==> src/rtl/core/max_plus_walk_power_core_macros.svh <==
// Assertion macros shared by the max-plus walk power core.
`ifndef MAX_PLUS_WALK_POWER_CORE_MACROS_SVH
`define MAX_PLUS_WALK_POWER_CORE_MACROS_SVH

// Same-cycle implication, checked on every clock edge outside reset.
`define MPWP_ASSERT_IMP(lbl, ante, cons) \
  lbl: assert property (@(posedge clk_i) disable iff (!rst_ni) (ante) |-> (cons)) \
    else $error("mpwp assertion failed");

// Next-cycle implication, checked on every clock edge outside reset.
`define MPWP_ASSERT_NXT(lbl, ante, cons) \
  lbl: assert property (@(posedge clk_i) disable iff (!rst_ni) (ante) |=> (cons)) \
    else $error("mpwp assertion failed");

`endif

==> src/rtl/core/mpwp_pkg.sv <==
// Types and constants of the max-plus walk power core.
package mpwp_pkg;

  localparam int DefMaxNodes = 16;

  localparam logic [1:0] RegNodeCount = 2'd0;
  localparam logic [1:0] RegStartNode = 2'd1;
  localparam logic [1:0] RegStepCount = 2'd2;

  typedef enum logic [1:0] {
    CMD_CLEAR = 2'd0,
    CMD_GAIN  = 2'd1,
    CMD_EDGE  = 2'd2,
    CMD_RUN   = 2'd3
  } cmd_e;

  typedef enum logic [4:0] {
    S_CLR,
    S_IDLE,
    S_EDGE,
    S_INIT_RD,
    S_INIT_WR,
    S_STEP,
    S_SHIFT,
    S_MUL_RD,
    S_MUL_ADD,
    S_MUL_CMP,
    S_MUL_WR,
    S_CPY_RD,
    S_CPY_WR,
    S_SCAN_RD,
    S_SCAN_ADD,
    S_SCAN_CMP,
    S_OUT
  } state_e;

  typedef struct packed {
    logic               ok;
    logic signed [63:0] v;
  } cell_t;

  typedef struct packed {
    logic add_en;
    logic cmp_en;
    logic first;
  } mac_ctrl_t;

endpackage

==> src/rtl/core/mpwp_mac.sv <==
// Shared saturating max-plus add and running-maximum unit.
module mpwp_mac
  import mpwp_pkg::*;
(
  input  logic      clk_i,
  input  logic      rst_ni,
  input  mac_ctrl_t ctrl_i,
  input  cell_t     x_i,
  input  cell_t     y_i,
  output cell_t     best_o
);

  cell_t       sum_q, sum_d;
  cell_t       best_q, best_d;
  logic [64:0] wide;

  always_comb begin
    wide     = {x_i.v[63], x_i.v} + {y_i.v[63], y_i.v};
    sum_d.ok = x_i.ok & y_i.ok;
    if (wide[64] != wide[63]) begin
      sum_d.v = wide[64] ? {1'b1, 63'd0} : {1'b0, {63{1'b1}}};
    end else begin
      sum_d.v = wide[63:0];
    end
  end

  always_comb begin
    best_d = best_q;
    if (ctrl_i.cmp_en) begin
      if (sum_q.ok && (ctrl_i.first || !best_q.ok || sum_q.v > best_q.v)) begin
        best_d = sum_q;
      end else if (ctrl_i.first) begin
        best_d.ok = 1'b0;
      end
    end
  end

  always_ff @(posedge clk_i or negedge rst_ni) begin
    if (!rst_ni) begin
      sum_q  <= '0;
      best_q <= '0;
    end else begin
      if (ctrl_i.add_en) sum_q <= sum_d;
      best_q <= best_d;
    end
  end

  assign best_o = best_q;

endmodule
==> config.mk <==
export PLATFORM = sky130hd
export DESIGN_NAME = mpwp_mac
export DESIGN_NICKNAME = d
export VERILOG_FILES = /design/src/rtl/core/max_plus_walk_power_core_macros.svh /design/src/rtl/core/mpwp_pkg.sv /design/src/rtl/core/mpwp_mac.sv
export SDC_FILE = /design/constraint.sdc
export NUM_CORES = 1
export LEC_CHECK = 0
export BUFFER_PORTS_ARGS = -buffer_cell sky130_fd_sc_hd__clkbuf_2
export CAP_MARGIN = 20
export CORE_ASPECT_RATIO = 0.8
export CORE_UTILIZATION = 45
export DETAILED_ROUTE_END_ITERATION = 16
export PLACE_DENSITY_LB_ADDON = 0.25
export SETUP_SLACK_MARGIN = 0.15
export SLEW_MARGIN = 25
export SYNTH_ARGS = -nofsm -noshare
export SYNTH_HDL_FRONTEND = slang
export SYNTH_SLANG_ARGS = --single-unit
==> constraint.sdc <==
create_clock -name clk_i -period 7.3 [get_ports clk_i]
set_input_delay 0.365 -clock clk_i [delete_from_list [all_inputs] [get_ports clk_i]]
set_output_delay 0.365 -clock clk_i [all_outputs]
set_load 0.01 [all_outputs]
==> summary.md <==
| Metric | Value |
|---|---|
| Delay-heaviest family, CP | compound AO/OA/AOI/OAI gates |
| GPL Wtd Cong | 0.9024 |
| GRT overflow | 0 |
| Fin. max-slew vios | 0 |
| ANT cells | 0 |
| Setup crit end kind | register |
| Setup WS pre-CTS | 3.104 ns |
| Synthesized area | 10990 um2 |
| Fin area | roughly 13000 um2 |
| Critical path depth | 13 |
| Arrival time worst endpoint | 4.18 ns |
| Die width | approximately 180 um |
| Worst stage delay on the critical path | 0.63 ns |
| Number of library cell types mapped by synthesis | 69 |
| Overall Global Routing Usage | around a quarter |
| Minimum clock period after layout | roughly 3.9 ns |
| Post-DP HPWL | about 24000 um |
| Metal3 WL | 2028 um |
| DR WL/cell | 17.44 um |
| Worst VDD drop | 0.1174 mV |
| Worst EP required | 7.60 ns |
| Commonest non-fill, non-tap cell in the layout | clkbuf_2 |
| Wire length on met2 | 12720 um |
| Fillers | 2224 |
| FF-to-FF setup slack | 3.42 ns |
| Drt via density | 5.577 |
| M1 wire length | about 15000 um |
| Global-route wire length before repair | 47980 um |
| Vias in the first global route | 9035 |
| CP cell instances | inv_1 -> ha_1 -> a21o_1 -> a21o_1 -> a21oi_1 -> o21ai_0 -> a21oi_1 -> o21ai_0 -> a311oi_1 -> nor2_1 -> a211oi_4 -> buf_6 -> mux2_2 |
| Post-Syn Area per Cell | 8.819 um2 |
| Post-route ant nets | 0 |
| Starting Density | about 46% |
| Nets | 1686 |
| Clock Path Buffers | 2 |
| CP max FO | 64 |
| Port-buffer cells | 199 |
| Core area | roughly 24000 um2 |
| Post-synth ARST share | 100.0% |
| Placed cell areas | 12190 um2 |
| Worst setup margin | 3.423 ns |
| Initial DRT Pass Iterations | 5 |
| Instance count of the mapped netlist | 1246 |
| Post-Synth XOR/XNOR Area | 4.145% |
| Critical Path Source | best_o[37] |
| Setup crit end | best_o[48] |
| Die Height | 141.8 um |
| Slowest-stage cell, CP | buf_6 |
| Clk_lat worst skew | roughly 0.4 ns |
| Reg2Reg Launch Point | best_o[37] |
| Initial drt markers | 702 |
| Critical path buffers and inverters | 2 |
| Post-synthesis simple-gate area fraction | 13.62% |
| CTS Sinks | between 100 and 150 |
| #FFs+latches synth | 130 |
| Worst Setup Start Kind | register |
| Largest net degree at the start of global routing | 87 |
| Final Skew | 0.01274 ns |
| Rows | 50 |
| Clk slew on worst S/H paths | around 0.060 ns |
| Synth Warn # | 0 |
| Max cap viols | 0 |
| Reg2reg end | best_o[48] |
| Share of cells above drive strength 1 | between 20 and 25% |
| Power per cell area | between 200 and 300 nW/um2 |
| Post CTS Setup Buffer Count | 0 |
| RSZ-0062 raised after global routing | no |
| Via count | 9726 |
| Syn Nets | roughly 1500 |
| Antenna violations before repair | 0 |
| Synth-to-layout area growth | 16.06% |
| Most frequent cells in the layout | clkbuf_2, inv_1, dfrtp_1, ha_1, a21oi_1 |
| Register area share after synthesis | 29.61% |
| Total CTS buffers | 17 |
| Number of remaining DRC errors | 0 |
| EDFF count, synth | 0 |
| Largest family of logic cells by synthesized area | compound AO/OA/AOI/OAI gates |
| Final setup violation count | 0 |
| Status | finished, final reports clean |
| Synth Area in Adders | about 15% |
| Complex-gate fraction of the synthesized area | 23.66% |
| Prevailing post-synth register cell | dfrtp_1 |
| Leakage power | 6.620 nW |
| Post-synthesis mux area share | 6.764% |
| Min-Delay Path Class | input port to register |
| Slew headroom | between 40% and 50% |
| WL final | 30420 um |
| CTS tree | built |
| IO Pins | 200 |
| FF-to-FF path depth | 13 |
| Worst-Margin Slew | 0.8561 ns |
| Max layer used | met4 |
| Setup TNS | 0 ns |
| Root Driver | clkbuf_16 |
| Final hold vios | 0 |
| CP Class | register to register |
| Die area | 25050 um2 |
| Max Freq | 257.9 MHz |
| Fin crit share | 53.11% |
| H-tree depth | 4 |
## through the flow
step | utilization, % | instances | power, mW | hold slack (ns)
4_1_cts | 53.91 | 1744 | 3.822 | 0.2076
2_1_floorplan | - | 1246 | 2.385 | 0.06941
3_3_place_gp | 51.52 | 1714 | 2.967 | 0.4150
6_report | 53.93 | 1744 | 3.805 | 0.2151
3_5_place_dp | 51.56 | 1714 | 3.011 | 0.4110
5_1_grt | 53.93 | 1744 | 4.101 | 0.2295
## routing by layer
| layer | up-vias | track usage, % |
|---|---|---|
| met5 | - | 0 |
| met4 | 0 | 4.537 |
| met3 | 14 | 4.877 |
| met2 | 303 | 35.27 |
| met1 | 4593 | 37.54 |
| li1 | 4816 | - |
## worst min path at each step
stage | depth (start not counted) | to | slack (ns) | startpoint
finish | 3 | sum_q[64] | 0.22 | y_i[64]
global route | 3 | sum_q[64] | 0.23 | y_i[64]
CTS | 3 | sum_q[64] | 0.21 | y_i[64]
floorplan | 0 | best_o[0] | 0.07 | rst_ni
detailed placement | 1 | best_o[20] | 0.41 | rst_ni
global placement | 1 | best_o[20] | 0.41 | rst_ni
## synthesized netlist by cell type (all sizes together) (5+ instances only)
library cell | count | share of area, %
mux2 | 18 | 1.8
a211oi | 16 | 1.1
dfrtp | 130 | 30
and2 | 8 | 0.46
a21boi | 6 | 0.41
o22ai | 54 | 5.9
ha | 128 | 15
or3 | 7 | 0.40
clkbuf | 21 | 0.73
nand2b | 12 | 0.68
and3 | 9 | 0.51
o21ai | 67 | 3.1
nor2b | 11 | 0.65
nor3 | 17 | 0.77
mux2i | 54 | 4.9
maj3 | 6 | 0.55
nand4 | 33 | 1.9
o211ai | 5 | 0.34
nand3 | 21 | 0.96
a21oi | 118 | 5.4
xor2 | 25 | 2.0
and4 | 5 | 0.40
buf | 27 | 1.5
nor2 | 96 | 3.3
a21o | 49 | 3.3
inv | 136 | 4.6
xnor2 | 27 | 2.2
a31oi | 10 | 0.63
nand2 | 70 | 2.4
o21bai | 10 | 0.79
nor4 | 5 | 0.34
## power breakdown
group / total [mW] / internal [mW] / switching, mW / leakage (nW)
clock: 0.792 / 0.497 / 0.295 / 0.272
combinational: 1.83 / 0.784 / 1.04 / 4.80
sequential: 1.18 / 0.989 / 0.195 / 1.55
total: 3.80 / 2.27 / 1.53 / 6.62
## registers in the layout (all words and copies together) (netlist names)
signal  cells
best_o     65
sum_q      65
## cells by family after synthesis
group           after synthesis
mux                          72
flops                       130
compound gates              366
fa+ha+maj                   135
xor+xnor                     52
buf+inv                     184
simple gates                307
## worst min-delay path: stages
cell      delay (ns)
clkbuf_2        0.07
nand3_1         0.06
o21ai_0         0.08
## area by class of cell
type | count | area [um2] | area share [%]
multi-input cells | 932 | 6997 | 54.87
flip-flops and latches | 130 | 3253 | 25.51
repair buffers | 205 | 1056 | 8.281
inverters | 136 | 510.5 | 4.003
clock buffers | 24 | 491.7 | 3.856
well taps | 312 | 390.4 | 3.061
clock inverters | 5 | 53.80 | 0.4219
## what timing repair did
item,4_1_cts,5_1_grt
hold buffers,1,0
endpoints found under the hold margin,44,0
resized for setup,0,0
Power figures use the tool's default switching activity.
